### src/hdl/assert_macros.svh
// ---------------------------------------------------------------------------
// assert_macros.svh
// Assertion shorthands shared by the debounce panel RTL.
// ---------------------------------------------------------------------------
`ifndef ASSERT_MACROS_SVH
`define ASSERT_MACROS_SVH

// checked only while out of reset
`define BDMP_ASSERT(lbl, prop, msg) \
	lbl: assert property (@(posedge clk) disable iff (!arst_n) prop) else $error(msg);

// checked at every edge, reset included
`define BDMP_ASSERT_ALWAYS(lbl, prop, msg) \
	lbl: assert property (@(posedge clk) prop) else $error(msg);

`endif

### src/hdl/bdmp_pkg.sv
// ---------------------------------------------------------------------------
// bdmp_pkg
// Types and constants of the button debounce and mode panel.
// ---------------------------------------------------------------------------
package bdmp_pkg;

	localparam int PIN_W   = 3;
	localparam int KEY_W   = 3;
	localparam int MODE_W  = 2;
	localparam int CNT_W   = 4;
	localparam int SLOPE_W = 5;
	localparam int CFG_IDX_W  = 2;
	localparam int CFG_DATA_W = 5;

	typedef enum logic [KEY_W-1:0] {
		KEY_NONE    = 3'd0,
		KEY_PROGRAM = 3'd1,
		KEY_ENTER   = 3'd2,
		KEY_UP      = 3'd3,
		KEY_DOWN    = 3'd4
	} key_t;

	typedef enum logic [CFG_IDX_W-1:0] {
		CFG_DEBOUNCE_COUNT = 2'd0,
		CFG_SLOPE_STEP     = 2'd1,
		CFG_SLOPE_MAX      = 2'd2,
		CFG_SLOPE_MIN      = 2'd3
	} cfg_idx_t;

	localparam logic [CNT_W-1:0]   DEBOUNCE_RESET   = 4'd3;
	localparam logic [SLOPE_W-1:0] SLOPE_STEP_RESET = 5'd1;
	localparam logic [SLOPE_W-1:0] SLOPE_MAX_RESET  = 5'd20;
	localparam logic [SLOPE_W-1:0] SLOPE_MIN_RESET  = 5'd1;
	localparam logic [SLOPE_W-1:0] SLOPE_RESET      = 5'd10;

	typedef struct packed {
		logic [CNT_W-1:0]   debounce_count;
		logic [SLOPE_W-1:0] slope_step;
		logic [SLOPE_W-1:0] slope_max;
		logic [SLOPE_W-1:0] slope_min;
	} cfg_t;

	typedef struct packed {
		logic [MODE_W-1:0]  panel_mode;
		logic               led_idle_on;
		logic               program_led_on;
		logic [SLOPE_W-1:0] slope_value;
		logic               save_request;
	} panel_res_t;

endpackage

### src/hdl/bdmp_filter.sv
// ---------------------------------------------------------------------------
// bdmp_filter
// Decodes active-low pins into a key code and debounces it.
// ---------------------------------------------------------------------------
`include "assert_macros.svh"

module bdmp_filter import bdmp_pkg::*; (
	input  logic             clk,
	input  logic             arst_n,
	input  logic             step,
	input  logic [PIN_W-1:0] pin_levels,
	input  logic [CNT_W-1:0] debounce_count,
	output key_t             key
);

	key_t             code;
	key_t             last_q;
	key_t             last_n;
	logic [CNT_W-1:0] count_q;
	logic [CNT_W-1:0] count_n;
	logic             hit;

	always_comb begin
		unique case (~pin_levels)
			3'b001: code = KEY_ENTER;
			3'b010: code = KEY_UP;
			3'b100: code = KEY_DOWN;
			3'b111: code = KEY_PROGRAM;
			default: code = KEY_NONE;
		endcase
	end

	always_comb begin
		hit     = 1'b0;
		key     = KEY_NONE;
		last_n  = last_q;
		count_n = count_q;
		if (count_q != '0) begin
			hit = (code == last_q) && (count_q < debounce_count);
			if (hit) begin
				count_n = count_q + CNT_W'(1);
				if (count_n == debounce_count)
					key = code;
			end
		end else begin
			last_n  = code;
			count_n = CNT_W'(1);
		end
		if (code != last_n) begin
			last_n  = code;
			count_n = CNT_W'(1);
		end
	end

	always_ff @(posedge clk or negedge arst_n) begin
		if (!arst_n) begin
			last_q  <= KEY_NONE;
			count_q <= '0;
		end else if (step) begin
			last_q  <= last_n;
			count_q <= count_n;
		end
	end

	`BDMP_ASSERT(a_key_matches_held, step && key != KEY_NONE |-> code == last_q, "key from a changed code")
	`BDMP_ASSERT(a_key_at_threshold, step && key != KEY_NONE |=> count_q == $past(debounce_count), "count not at threshold after key")
	`BDMP_ASSERT_ALWAYS(a_idle_holds, !arst_n || $past(step) || $stable(count_q) || $fell(arst_n) || $rose(arst_n) || !$past(arst_n), "count moved without an item")

endmodule

### config.mk
export PLATFORM = sky130hd
export DESIGN_NAME = bdmp_filter
export DESIGN_NICKNAME = d
export VERILOG_FILES = /design/src/hdl/bdmp_pkg.sv /design/src/hdl/bdmp_filter.sv
export VERILOG_INCLUDE_DIRS = /design/src /design/src/hdl
export SDC_FILE = /design/constraint.sdc
export NUM_CORES = 1
export LEC_CHECK = 0
export BUFFER_PORTS_ARGS = -buffer_cell sky130_fd_sc_hd__buf_2
export CAP_MARGIN = 5
export CORE_MARGIN = 4
export CORE_UTILIZATION = 35
export CTS_CLUSTER_SIZE = 16
export DETAILED_ROUTE_END_ITERATION = 7
export GPL_TIMING_DRIVEN = 1
export RECOVER_POWER = 100
export SYNTH_ARGS = -nofsm -noshare
export SYNTH_HDL_FRONTEND = slang
export SYNTH_SLANG_ARGS = --single-unit
### constraint.sdc
create_clock -name clk -period 3.4 [get_ports clk]
set_input_delay 0.51 -clock clk [delete_from_list [all_inputs] [get_ports clk]]
set_output_delay 0.51 -clock clk [all_outputs]
set_load 0.01 [all_outputs]
* Word-level counts from Yosys, hierarchy flattened
Cells that the tools add are included.
** Storage, ports and cells
- Register bits after elaboration :: 7
- Input port bits :: 10
- Output and inout bits :: 3
** Cells by class
- Add/sub/neg operators :: 1
- $lt $le $gt $ge :: 1
- Equality and inequality tests :: 8
- Multiplexer cells :: 9
- Bitwise logic cells :: 1
- Reduce and logical (&&, ||, !) cells :: 3
** Operators by type and width (count)
- $mux 3 :: 5
- $mux 4 :: 3
- $pmux 3 s4 :: 1
- $eq 3x3->1 const B :: 2
- $add 4x1->4 const B :: 1
- $eq 4x4->1 :: 1
- $lt 4x4->1 :: 1
- $reduce_bool 4->1 :: 1
- $eq 3x1->1 const B :: 1
- $eq 3x2->1 const B :: 1
- $eq 3x3->1 :: 1
- $ne 3x1->1 const B :: 1
- $ne 3x3->1 :: 1
- $not 3->3 :: 1
- $reduce_and 2->1 :: 1
- $logic_and 1x1->1 :: 1

* Longest topological paths before layout
- Depth in word-level cells :: 8
- Mapped depth :: 7
- Depth with buffers taken out :: 7

* Worst setup path after synthesis
Ideal clock, no wire load.
- Path kind :: input to output
- From :: in pin_levels[2]
- To :: out key[0]
- Arrival :: 1891 ps
- Path slack :: 999 ps
- Stages :: 6
- Path through :: buf_6 > or4b_1 > a31oi_1 > a21o_2 > nand4_1 > nor3_1
** On the way
- Longest elaborated chain between the ends :: 7
- Elaborated cells between the ends (all ways) :: 11
- Those cells by class :: eq/ne (5); mux (4); bitwise (1); reduce/logical (1)
** Ends and longest elaborated chain
- start, declared :: line bdmp_filter.sv:11 : input logic [PIN_W-1:0] pin_levels,
- $not 3->3 (*) :: line bdmp_filter.sv:24 : unique case (~pin_levels)
- $eq 3x3->1 (tied with other cells) :: line bdmp_filter.sv:24
- $pmux 3 s4 (*) :: line bdmp_filter.sv:24
- $eq 3x3->1 :: line bdmp_filter.sv:39 : hit = (code == last_q) && (count_q < debounce_count);
- $logic_and 1x1->1 :: line bdmp_filter.sv:39
- $mux 3 (*) :: line bdmp_filter.sv:40 : if (hit) begin
- $mux 3 (*) :: line bdmp_filter.sv:38 : if (count_q != '0) begin
- end, declared :: line bdmp_filter.sv:13 : output key_t key
Mark *: on every way between the ends. The rest lies on a longest branch, timed or not.

* Worst setup path after layout
- From :: reg count_q[0]
- To :: out key[0]
** On the way
- Longest elaborated chain between the ends :: 5
- Elaborated cells between the ends (all ways) :: 8
- Those cells by class :: add/sub (1); order compare (1); eq/ne (1); mux (3); reduce/logical (2)
** Ends and longest elaborated chain
- start, declared :: line bdmp_filter.sv:19 : logic [CNT_W-1:0] count_q;
- start signal, assigned :: line bdmp_filter.sv:61 : count_q <= count_n;
- $add 4x1->4 :: line bdmp_filter.sv:41 : count_n = count_q + CNT_W'(1);
- $eq 4x4->1 :: line bdmp_filter.sv:42 : if (count_n == debounce_count)
- $mux 3 :: line bdmp_filter.sv:42
- $mux 3 :: line bdmp_filter.sv:40
- $mux 3 (*) :: line bdmp_filter.sv:38
Marked as above.

==> qor.log <==
[outcome] result of the run finished, final reports clean
[critical_path] reg2reg end count_q[0]
[critical_path] Startpoint Class flip-flop
[global_routing] maximum number of pins on one net before global-route repair 10
[global_routing] via count of the first global-routing pass 569
[synthesis] top cells by area, synth dfrtp_1 (26%), ha_1 (11%), xor2_1 (6.5%)
[critical_path] start of the worst register-to-register path last_q[1]
[finish] Multi-input gate area 433 um^2
[power_and_ir_drop] relative contribution of combinational cells to total power 40.0%
[routing] DR DRC count 0
[global_routing] initial antenna violation count 0
[die] DIE AREA 2700 um^2
[global_routing] aggregate global-route resource usage 11.8%
[power_and_ir_drop] sw power 0.000107 W
[synthesis] prevailing post-synth register cell dfrtp_1
[critical_path] logic depth of the worst register-to-register path 5
[finish] net count reported at finish 107
[global_routing] GR Overflow Total 0
[routing] average wire per standard cell 11.2 um
[power_and_ir_drop] clock network power share 23.9%
[global_routing] most congested layer reported by global routing met2
[critical_path] CP delay by family, top flip-flops
[synthesis] Yosys top cell area share 25.9%
[synthesis] proportion of synthesized chip area in sequential cells 25.9%
[synthesis] cell count after synthesis 78
[die] area inside the core boundary 1780 um^2
[place] HPWL after detailed placement 1080 um
[clock_tree] CTS clock-pin slew for the worst setup and hold paths 0.05 ns
[place] GP Congestion 0.752
[critical_path] critical path endpoint category output pin
[finish] count of filler cells inserted in the layout 201
[clock_tree] Root Driver clkbuf_4
[clock_tree] H-Tree Depth 1
[sta] Clock Skew 0.000863 ns
[clock_tree] Inserted Clock Buffers 3
[routing] DRT Wirelength 1290 um
[clock_tree] cells resized by post-CTS repair 0
[die] Die W 52.0 um
[synthesis] post-synthesis instance area 677 um^2
[sta] Fin Setup TNS 0 ns
[power_and_ir_drop] pwr dens 406 nW/um^2
[sta] final setup violation count 0
[critical_path] critical path cell sequence inv_1 > ha_1 > xor2_1 > a211oi_1 > o211a_1 > nand4_1 > nor3_1 > clkbuf_1
[synthesis] net count of the mapped netlist 94
[critical_path] flop2flop setup slack 1.58 ns
[power_and_ir_drop] Power Internal 0.000197 W
[global_routing] met2 track demand over resource 18.4%
[clock_tree] TritonCTS sink count 7
[finish] Sequential cell area 175 um^2
[critical_path] cell with the biggest individual delay on the critical path dfrtp_1
[sta] count of final max-slew check failures 0
[critical_path] type of the worst setup path flip-flop to output pin
[worst_hold_path] Hold Path Class input port to async pin
[power_and_ir_drop] static power due to leakage 0.351 nW
[routing] drt first-iter violations 4
[critical_path] number of buffers and inverters on the critical path 2
[synthesis] most used standard cells in the synthesized netlist inv_1 (8), dfrtp_1 (7), nor2_1 (7)
[global_routing] first-pass GRT wire length 2330 um
[finish] total inserted antenna cells 0
[sta] maximum clock frequency 0.387 GHz
[clock_tree] Bufs on Longest Clock Path 2
[finish] share of layout cells above drive strength 1 12.2%
[routing] mean number of vias per cell 4.99
[die] row cnt 15
[die] Die H 52.0 um
[place] Port-buffer cells 12
[routing] TritonRoute pass-1 iters 3
[routing] vias after detailed routing 574
[synthesis] post-synthesis register bit count 7
[global_routing] grt met1 use 13.9%
[synthesis] most common cell in the netlist inv_1
[synthesis] FFs w/ async S/R, synth 100%
[synthesis] mean instance size in the synthesized netlist 8.68 um^2
[synthesis] cell taking the most area after synthesis dfrtp_1
[critical_path] highest cell delay on the worst timing path 0.37 ns
[clock_tree] number of buffers added to fix hold violations after cts 0
[global_routing] Global Route met3 Usage 6.59%
[sta] Final Hold Violating Endpoints 0
[finish] area growth from synthesis to final layout 10.5%
[synthesis] count of unique library cells instantiated by Yosys 33
[sta] slew at the pin with the worst max-slew slack 0.395 ns
[sta] worst max-slew margin expressed relative to the limit 73.6%
[sta] setup repair after global routing missed its margin no
[critical_path] Worst EP required 2.89 ns
[die] effective utilization at floorplan 38.0%
[power_and_ir_drop] maximum resistive drop on vdd 0.333 mV
[die] total I/O pin count 13
[routing] count of nets left with antenna violations after detail routing 0
[run] count of max-cap constraint violations 0
[critical_path] worst path arrival time 2.07 ns
[synthesis] EDFF count, synth 0
[power_and_ir_drop] share of power burned in registers 36.1%
[finish] final design utilization 42.0%
[critical_path] top fanout value on the critical path 3
[power_and_ir_drop] Net Sw Frac 35.1%
[sta] ratio of final minimum period to clock period 75.9%
[sta] Final min period 2.58 ns
[clock_tree] clock network latency to the later pin of the worst-skew pair 0.24 ns
[clock_tree] Post-CTS Repair Setup Buffers 0
[clock_tree] CTS tree yes
[synthesis] number of warning messages in the yosys log 0
power groups by stage:
stage	Combinational (W)	Sequential (W)	Clock, W
after floorplan	0.000102	0.000107	0
after global placement	0.000124	0.000111	0
after detailed placement	0.000125	0.000111	0
after CTS	0.000126	0.000110	0.0000772
after global routing	0.000140	0.000113	0.0000824
final	0.000122	0.000110	0.0000728
registers in the layout (all words and copies together), names as in the netlist:
signal,count
count_q,4
last_q,3
routing by layer:
layer / vias to the layer above / part of all wire, % / routed length [um]
li1: 303 / - / -
met1: 259 / 49 / 626
met2: 10 / 46 / 598
met3: 2 / 4.1 / 53
met4: 0 / 0.93 / 12
met5: - / 0 / 0
stage by stage:
stage	hold slack (ns)	instance area (um^2)	worst slack (ns)	std cells	total power, W
4_1_cts	0.0832	761	0.803	115	0.000313
6_report	0.159	748	0.819	115	0.000304
3_3_place_gp	0.346	734	0.923	111	0.000235
3_5_place_dp	0.352	734	0.896	111	0.000236
5_1_grt	0.201	748	0.634	115	0.000335
2_1_floorplan	0.214	677	0.999	78	0.000209
cells in the final DEF, fill, tap and decap left out, drive strengths merged:
cell,count
a31oi,1
o21bai,1
and2,1
nor3b,1
a211oi,1
o211a,1
and4,1
nor2,7
ha,6
inv,8
o211ai,1
nand3b,2
a21o,1
nand2b,1
nand3,2
xnor2,2
o21ai,3
o31ai,3
a21oi,2
nand2,4
buf,6
clkbuf,10
nor3,2
or4b,2
nand4,2
nor2b,1
nand4b,1
mux2i,2
a22o,3
dfrtp,7
xor2,5
layout make-up:
| cell class | count | area share, % |
|---|---|---|
| Multi-Input combinational cell | 59 | 57.9 |
| Sequential cell | 7 | 23.4 |
| Timing Repair Buffer | 12 | 7.02 |
| Tap cell | 25 | 4.18 |
| Inverter | 8 | 4.01 |
| Clock buffer | 4 | 3.51 |
kinds of logic (layout without fill, tap and decap cells):
logic type      after synthesis  after routing  share of synthesized area (%)
simple gates                 27             27                           22.9
compound gates               17             17                           18.7
buf+inv                      12             24                           9.43
xor+xnor                      7              7                           9.06
flops                         7              7                           25.9
fa+ha+maj                     6              6                           11.1
mux                           2              2                           2.96
worst max path at each step:
stage,start,to,cells past startpoint
final,count_q[0],key[0],8
after global routing,count_q[0],key[0],8
after CTS,count_q[0],key[0],8
after detailed placement,pin_levels[2],key[0],7
after global placement,pin_levels[2],key[0],7
after floorplan,pin_levels[2],key[0],6
No activity file was read; power rests on OpenSTA's default activity.
