[src/hdl/assert_macros.svh]
// ---------------------------------------------------------------------------
// assert_macros.svh
// Assertion shorthands shared by the debounce panel RTL.
// ---------------------------------------------------------------------------
`ifndef ASSERT_MACROS_SVH
`define ASSERT_MACROS_SVH

// checked only while out of reset
`define BDMP_ASSERT(lbl, prop, msg) \
	lbl: assert property (@(posedge clk) disable iff (!arst_n) prop) else $error(msg);

// checked at every edge, reset included
`define BDMP_ASSERT_ALWAYS(lbl, prop, msg) \
	lbl: assert property (@(posedge clk) prop) else $error(msg);

`endif

[src/hdl/bdmp_pkg.sv]
// ---------------------------------------------------------------------------
// bdmp_pkg
// Types and constants of the button debounce and mode panel.
// ---------------------------------------------------------------------------
package bdmp_pkg;

	localparam int PIN_W   = 3;
	localparam int KEY_W   = 3;
	localparam int MODE_W  = 2;
	localparam int CNT_W   = 4;
	localparam int SLOPE_W = 5;
	localparam int CFG_IDX_W  = 2;
	localparam int CFG_DATA_W = 5;

	typedef enum logic [KEY_W-1:0] {
		KEY_NONE    = 3'd0,
		KEY_PROGRAM = 3'd1,
		KEY_ENTER   = 3'd2,
		KEY_UP      = 3'd3,
		KEY_DOWN    = 3'd4
	} key_t;

	typedef enum logic [CFG_IDX_W-1:0] {
		CFG_DEBOUNCE_COUNT = 2'd0,
		CFG_SLOPE_STEP     = 2'd1,
		CFG_SLOPE_MAX      = 2'd2,
		CFG_SLOPE_MIN      = 2'd3
	} cfg_idx_t;

	localparam logic [CNT_W-1:0]   DEBOUNCE_RESET   = 4'd3;
	localparam logic [SLOPE_W-1:0] SLOPE_STEP_RESET = 5'd1;
	localparam logic [SLOPE_W-1:0] SLOPE_MAX_RESET  = 5'd20;
	localparam logic [SLOPE_W-1:0] SLOPE_MIN_RESET  = 5'd1;
	localparam logic [SLOPE_W-1:0] SLOPE_RESET      = 5'd10;

	typedef struct packed {
		logic [CNT_W-1:0]   debounce_count;
		logic [SLOPE_W-1:0] slope_step;
		logic [SLOPE_W-1:0] slope_max;
		logic [SLOPE_W-1:0] slope_min;
	} cfg_t;

	typedef struct packed {
		logic [MODE_W-1:0]  panel_mode;
		logic               led_idle_on;
		logic               program_led_on;
		logic [SLOPE_W-1:0] slope_value;
		logic               save_request;
	} panel_res_t;

endpackage

[src/hdl/bdmp_panel.sv]
// ---------------------------------------------------------------------------
// bdmp_panel
// Idle / program / save panel with saturating slope adjust.
// ---------------------------------------------------------------------------
`include "assert_macros.svh"

module bdmp_panel import bdmp_pkg::*; (
	input  logic       clk,
	input  logic       arst_n,
	input  logic       step,
	input  key_t       key,
	input  cfg_t       cfg,
	output panel_res_t res
);

	typedef enum logic [MODE_W-1:0] {
		MODE_IDLE    = 2'd0,
		MODE_PROGRAM = 2'd1,
		MODE_SAVE    = 2'd2
	} mode_t;

	mode_t              mode_q;
	mode_t              mode_n;
	logic [SLOPE_W-1:0] slope_q;
	logic [SLOPE_W-1:0] slope_n;
	logic [SLOPE_W:0]   sum;
	logic [SLOPE_W-1:0] up_v;
	logic [SLOPE_W-1:0] dn_v;
	logic               dn_neg;

	// saturating step in tenths; min wins over max
	always_comb begin
		sum  = {1'b0, slope_q} + {1'b0, cfg.slope_step};
		up_v = (sum > {1'b0, cfg.slope_max}) ? cfg.slope_max : sum[SLOPE_W-1:0];
		if (up_v < cfg.slope_min)
			up_v = cfg.slope_min;
		dn_neg = slope_q < cfg.slope_step;
		dn_v   = slope_q - cfg.slope_step;
		if (dn_neg || dn_v < cfg.slope_min)
			dn_v = cfg.slope_min;
	end

	always_comb begin
		mode_n             = mode_q;
		slope_n            = slope_q;
		res.led_idle_on    = 1'b0;
		res.program_led_on = 1'b0;
		res.save_request   = 1'b0;
		unique case (mode_q)
			MODE_IDLE: begin
				res.led_idle_on = 1'b1;
				if (key == KEY_PROGRAM)
					mode_n = MODE_PROGRAM;
			end
			MODE_PROGRAM: begin
				res.program_led_on = 1'b1;
				if (key == KEY_UP)
					slope_n = up_v;
				if (key == KEY_DOWN)
					slope_n = dn_v;
				if (key == KEY_ENTER)
					mode_n = MODE_SAVE;
			end
			MODE_SAVE: begin
				res.led_idle_on    = 1'b1;
				res.program_led_on = 1'b1;
				res.save_request   = 1'b1;
				mode_n             = MODE_IDLE;
			end
			default: begin
			end
		endcase
		res.panel_mode  = mode_n;
		res.slope_value = slope_n;
	end

	always_ff @(posedge clk or negedge arst_n) begin
		if (!arst_n) begin
			mode_q  <= MODE_IDLE;
			slope_q <= SLOPE_RESET;
		end else if (step) begin
			mode_q  <= mode_n;
			slope_q <= slope_n;
		end
	end

	`BDMP_ASSERT(a_save_one_tick, step && mode_q == MODE_SAVE |=> mode_q == MODE_IDLE, "save state held past one item")
	`BDMP_ASSERT(a_slope_only_in_program, step && mode_q != MODE_PROGRAM |=> $stable(slope_q), "slope changed outside program mode")

endmodule

[config.mk]
export PLATFORM = sky130hd
export DESIGN_NAME = bdmp_panel
export DESIGN_NICKNAME = d
export VERILOG_FILES = /design/src/hdl/bdmp_pkg.sv /design/src/hdl/bdmp_panel.sv
export VERILOG_INCLUDE_DIRS = /design/src /design/src/hdl
export SDC_FILE = /design/constraint.sdc
export NUM_CORES = 1
export LEC_CHECK = 0
export BUFFER_PORTS_ARGS = -buffer_cell sky130_fd_sc_hd__buf_2
export CORE_ASPECT_RATIO = 1.75
export CORE_MARGIN = 2
export CORE_UTILIZATION = 50
export DETAILED_ROUTE_END_ITERATION = 7
export PLACE_DENSITY = 0.75
export SLEW_MARGIN = 10
export SYNTH_ARGS = -nofsm -noshare
export SYNTH_HDL_FRONTEND = slang
export SYNTH_SLANG_ARGS = --single-unit
[constraint.sdc]
create_clock -name clk -period 15 [get_ports clk]
set_input_delay 3 -clock clk [delete_from_list [all_inputs] [get_ports clk]]
set_output_delay 3 -clock clk [all_outputs]
set_load 0.03 [all_outputs]
==> After elaboration in Yosys (flattened, before gate mapping) <==
Index checks and enable logic that the tools add are counted.
{ "word_totals": {"out_inout_bits": 10, "regBits": 7, "inputBits": 25, "wordCells": 30} }
{ "op_classes": {"n_reduce_logical": 4, "n_eq_ne": 6, "n_lt_le_gt_ge": 4, "add_sub_neg": 2, "muxes": 12} }
{ "ops": {"columns": ["op", "count"], "rows": [
  ["5-bit 2-to-1 mux", 6],
  ["5-bit less-than comparator", 3],
  ["5-bit by 5-bit adder with 6-bit output", 1],
  ["3-bit by 2-bit == test with 1-bit output (second input constant)", 2],
  ["6-bit by 5-bit > comparator with 1-bit output", 1],
  ["2-bit case mux with 3 select lines", 1],
  ["5-bit subtractor", 1],
  ["2-bit 2-to-1 mux", 2],
  ["2-bit OR reduction", 2],
  ["3-bit by 1-bit == test with 1-bit output (second input constant)", 1],
  ["3-bit == test (second input constant)", 1],
  ["1-bit 2-to-1 mux", 3],
  ["2-bit by 1-bit == test with 1-bit output (second input constant)", 1],
  ["2-bit == test (second input constant)", 1],
  ["2-bit logical NOT", 1],
  ["1-bit logical OR", 1]
]} }

==> Depth between registers and ports, before layout <==
{ "logic_depth": {"ltp_word": 8, "mapped_depth": 21, "mapped_depth_nobuf": 21} }

==> Worst setup path after synthesis <==
OpenSTA, ideal clock, no wires.
{ "synth_timing": {"path_kind": "in2out", "startpoint": "input cfg[10] in the netlist's numbering", "endpoint": "output res[5] in the netlist's numbering", "t_arrival_ns": 7.173, "cell_stages": 17, "path_slack_ns": 4.827, "path_buffers": 0, "required_ns": 12.000, "cell_sequence": "ha_1 > fa_1 > xnor2_1 > ha_1 > o21ai_1 > a21oi_1 > o31a_1 > nor2_1 > mux2_2 > ha_1 > a21oi_1 > o211ai_1 > or2_2 > o31ai_1 > a21oi_4 > mux2i_1 > a221oi_2"} }
{ "synth_rtl": {"columns": ["item", "line", "text"], "rows": [
  ["start: declaration", "bdmp_panel.sv:12", "input cfg_t cfg,"],
  ["end: declaration", "bdmp_panel.sv:13", "output panel_res_t res"]
]} }

==> summary.md <==
| Metric | Value |
|---|---|
| Vias after detailed routing | `1456` |
| Total Wirelength | `3540 um` |
| Dominant combinational cell family by area after synthesis | `compound AO/OA/AOI/OAI gates` |
| Dpl ws | `4.26 ns` |
| Buffer cell driving the clock tree root | `sky130_fd_sc_hd__clkbuf_8` |
| Post-CTS Hold Fix Bufs | `0` |
| Worst setup path class | `in -> out` |
| Outcome | `complete, no violations` |
| Placer's final routability congestion estimate | `0.853` |
| Clock latency at the later pin of the worst-skew pair | `0.22 ns` |
| Worst-case clock skew | `0.00291 ns` |
| Crit-path max cell delay | `0.42 ns` |
| Max Buffers Root-to-Sink | `2` |
| Clock sinks | `7` |
| Power density normalized to cell area | `253 mW/mm2` |
| Xor-xnor portion of the synthesized cell area | `3.55%` |
| Data arrival time of the worst path | `7.77 ns` |
| Peak supply drop | `0.000136 V` |
| Number of antenna violations at the first check in global routing | `0` |
| Transition time at the pin with the least slew margin | `0.589 ns` |
| DRC viols | `0` |
| Total negative slack for setup checks | `0 ns` |
| Final setup vio count | `0` |
| Area grow syn2layout | `14.0%` |
| LEAKAGE | `0.861 nW` |
| Area of the die | `0.00343 mm2` |
| First-pass GRT wire length | `5950 um` |
| Post-synthesis sequential element count | `7` |
| CTS clk-pin slew, worst paths | `0.04 ns` |
| Maximum level of the CTS H-tree | `1` |
| Leftover overflow at the end of global routing | `0` |
| Number of rows in the core area | `26` |
| Router iterations before antenna repair | `4` |
| Global router's overall resource usage | `22.3%` |
| Final number of max-transition violations | `0` |
| Slew Limit Headroom | `60.3%` |
| Minimum setup slack in the final design | `4.23 ns` |
| Die boundary height | `76.0 um` |
| Synthesized netlist net count | `242` |
| Cell area after technology mapping | `0.00148 mm2` |
| Startpoint Class | `input pin` |
| Count of antenna-violating nets left after detailed routing | `0` |
| Post-Synth Simple-Gate Area | `14.9%` |
| DIE WIDTH | `45.1 um` |
| CTS tree | `done` |
| Async SR Flop Fraction | `100%` |
| Unique masters post-synth | `42` |
| Required time of the worst setup path | `12.00 ns` |
| Final net count | `273` |
| Vias in the first global route | `1465` |
| Commonest non-fill, non-tap cells in the layout | `sky130_fd_sc_hd__buf_2, sky130_fd_sc_hd__ha_1, sky130_fd_sc_hd__inv_1, sky130_fd_sc_hd__a21oi_1, sky130_fd_sc_hd__nand2_1` |
| Share of the clock period used by the worst path after layout | `71.8%` |
| WHS | `0.613 ns` |
| Post-cts resize count | `0` |
| Category of the worst setup path capture point | `output port` |
| Drt wl/cell | `14.4 um` |
| Average cell area after synthesis | `7.88 um2` |
| RSZ-0062 raised after global routing | `false` |
| Post-Synth Adder-Cell Area | `25.5%` |
| Cell seen most often among critical-path stages | `sky130_fd_sc_hd__ha_1` |
| CTS Buf Count | `3` |
| Critical Path Slowest Stage Cell | `sky130_fd_sc_hd__mux2_2` |
| Ratio of routed vias to standard cells | `5.92` |
| Initial DRC count | `18` |
| Share of cells above drive strength 1 | `22.5%` |
| Post-detailed-placement half-perimeter wirelength | `3150 um` |
| Portion of the post-synthesis area used by sequential elements | `12.0%` |
| Number of antenna repair diodes | `0` |
| Synthesis warning total | `0` |
| Post-layout minimum cycle time | `10.77 ns` |
| Total placed instance area | `0.00164 mm2` |
| Total setup buffers inserted after CTS | `0` |
| Final Hold Violating Endpoints | `0` |
| Power after layout | `0.000428 W` |
| Mapped Cells | `188` |
| Placeable core region | `0.00286 mm2` |
| Most common cell after layout, fill and taps aside | `sky130_fd_sc_hd__buf_2` |
| Pin count of the biggest net entering global routing | `16` |
| Initial core utilization | `51.7%` |
| Compound-Gate Fraction of Synth Area | `28.5%` |
| # Max-Cap Violations | `0` |
| Multiplexer area fraction after synthesis | `8.70%` |
| Achievable Freq | `92.9 MHz` |
| Count of flip-flops with a built-in enable after synthesis | `0` |
| IO Count | `35` |
| Maximum fanout encountered on the critical timing path | `6` |
| Cells along the critical path | `buf_2 > ha_1 > fa_1 > xnor2_1 > ha_1 > o21ai_1 > a21oi_1 > o31a_1 > nor2_1 > mux2_2 > ha_1 > a21oi_1 > o211ai_1 > or2_2 > o31ai_1 > a21oi_4 > mux2i_1 > a221oi_2 > buf_2` |
| Quantity of I/O buffers inserted on ports | `30` |
| Most used flip-flop cell after synthesis | `sky130_fd_sc_hd__dfrtp_1` |
| Final instance area | `0.00169 mm2` |
| Type of the most critical hold path | `reg -> reg` |
[kinds of logic (layout without fill, tap and decap cells)]
logic type,count (synthesis),after routing
muxes,12,12
adders and majority gates,29,29
AOI/OAI and AO/OA,63,63
buffers and inverters,25,55
and+or+nand+nor,46,46
DFF,7,7
xor gates and xnor gates,6,6
[Yosys cell counts, types with 3 or more instances]
cell type | count | area share [%]
sky130_fd_sc_hd__a31oi_1 | 5 | 2.1
sky130_fd_sc_hd__o21ai_0 | 13 | 4.4
sky130_fd_sc_hd__xnor2_1 | 3 | 1.8
sky130_fd_sc_hd__a21oi_1 | 15 | 5.1
sky130_fd_sc_hd__mux2_2 | 7 | 5.3
sky130_fd_sc_hd__ha_1 | 27 | 23
sky130_fd_sc_hd__nand2_1 | 15 | 3.8
sky130_fd_sc_hd__inv_1 | 21 | 5.3
sky130_fd_sc_hd__o21ai_1 | 4 | 1.4
sky130_fd_sc_hd__dfrtp_1 | 5 | 8.4
sky130_fd_sc_hd__xor2_1 | 3 | 1.8
sky130_fd_sc_hd__mux2i_1 | 5 | 3.4
sky130_fd_sc_hd__nand2b_1 | 3 | 1.3
sky130_fd_sc_hd__and2_1 | 3 | 1.3
sky130_fd_sc_hd__nor2b_1 | 3 | 1.3
sky130_fd_sc_hd__o22ai_1 | 3 | 1.3
sky130_fd_sc_hd__nor2_1 | 14 | 3.5
sky130_fd_sc_hd__a21o_1 | 4 | 2.0
[worst paths after layout]
path,from,endpoint,slack (ns),cells after the start
setup / recovery,cfg[10],res[5],4.23,19
hold / removal,slope_q[3],slope_q[3],0.61,2
setup reg to reg,slope_q[0],slope_q[4],9.94,17
hold reg to reg,slope_q[3],slope_q[3],0.61,2
max in group asynchronous,arst_n,slope_q[1],12.18,1
min in group asynchronous,arst_n,mode_q[0],2.60,1
[layout make-up]
| cell class | instances | area (um2) |
|---|---|---|
| Multi-Input combinational cell | 156 | 1200 |
| Fill cell | 276 | 1170 |
| Sequential cell | 7 | 178 |
| Timing Repair Buffer | 30 | 150 |
| Inverter | 21 | 78.8 |
| Clock buffer | 4 | 45.0 |
| Tap cell | 28 | 35.0 |
[sequential cells by signal, indices dropped and copies added, names as in the netlist]
name	count
mode_q	2
slope_q	5
[worst max-delay path, delay by kind of cell]
kind                     cells  cell delay (ns)
AO/OA/AOI/OAI                8             1.54
adder cells (fa/ha/maj)      4             1.27
AND/OR/NAND/NOR              2             0.67
multiplexers                 2             0.60
XOR/XNOR                     1             0.35
buffers and inverters        2             0.34
[per-layer routing]
metal / GRT usage (%) / wire, um
met3: 0.237 / 111
met2: 43.6 / 2020
met1: 20.7 / 1220
met4: 12.9 / 180
met5: 0 / 0
[metrics by stage]
step | utilization (%) | std cells
6_report | 59.0 | 246
5_1_grt | 59.0 | 246
3_3_place_gp | 57.4 | 242
4_1_cts | 59.0 | 246
2_1_floorplan | - | 188
3_5_place_dp | 57.4 | 242
[power by group]
| group | internal [W] | switching (W) | total [W] | leakage, nW |
|---|---|---|---|---|
| sequential | 0.0000296 | 0.0000140 | 0.0000436 | 0.0838 |
| clock | 0.0000184 | 0.00000773 | 0.0000261 | 0.0228 |
| combinational | 0.000145 | 0.000213 | 0.000358 | 0.755 |
(Power assumes the default switching activity.)
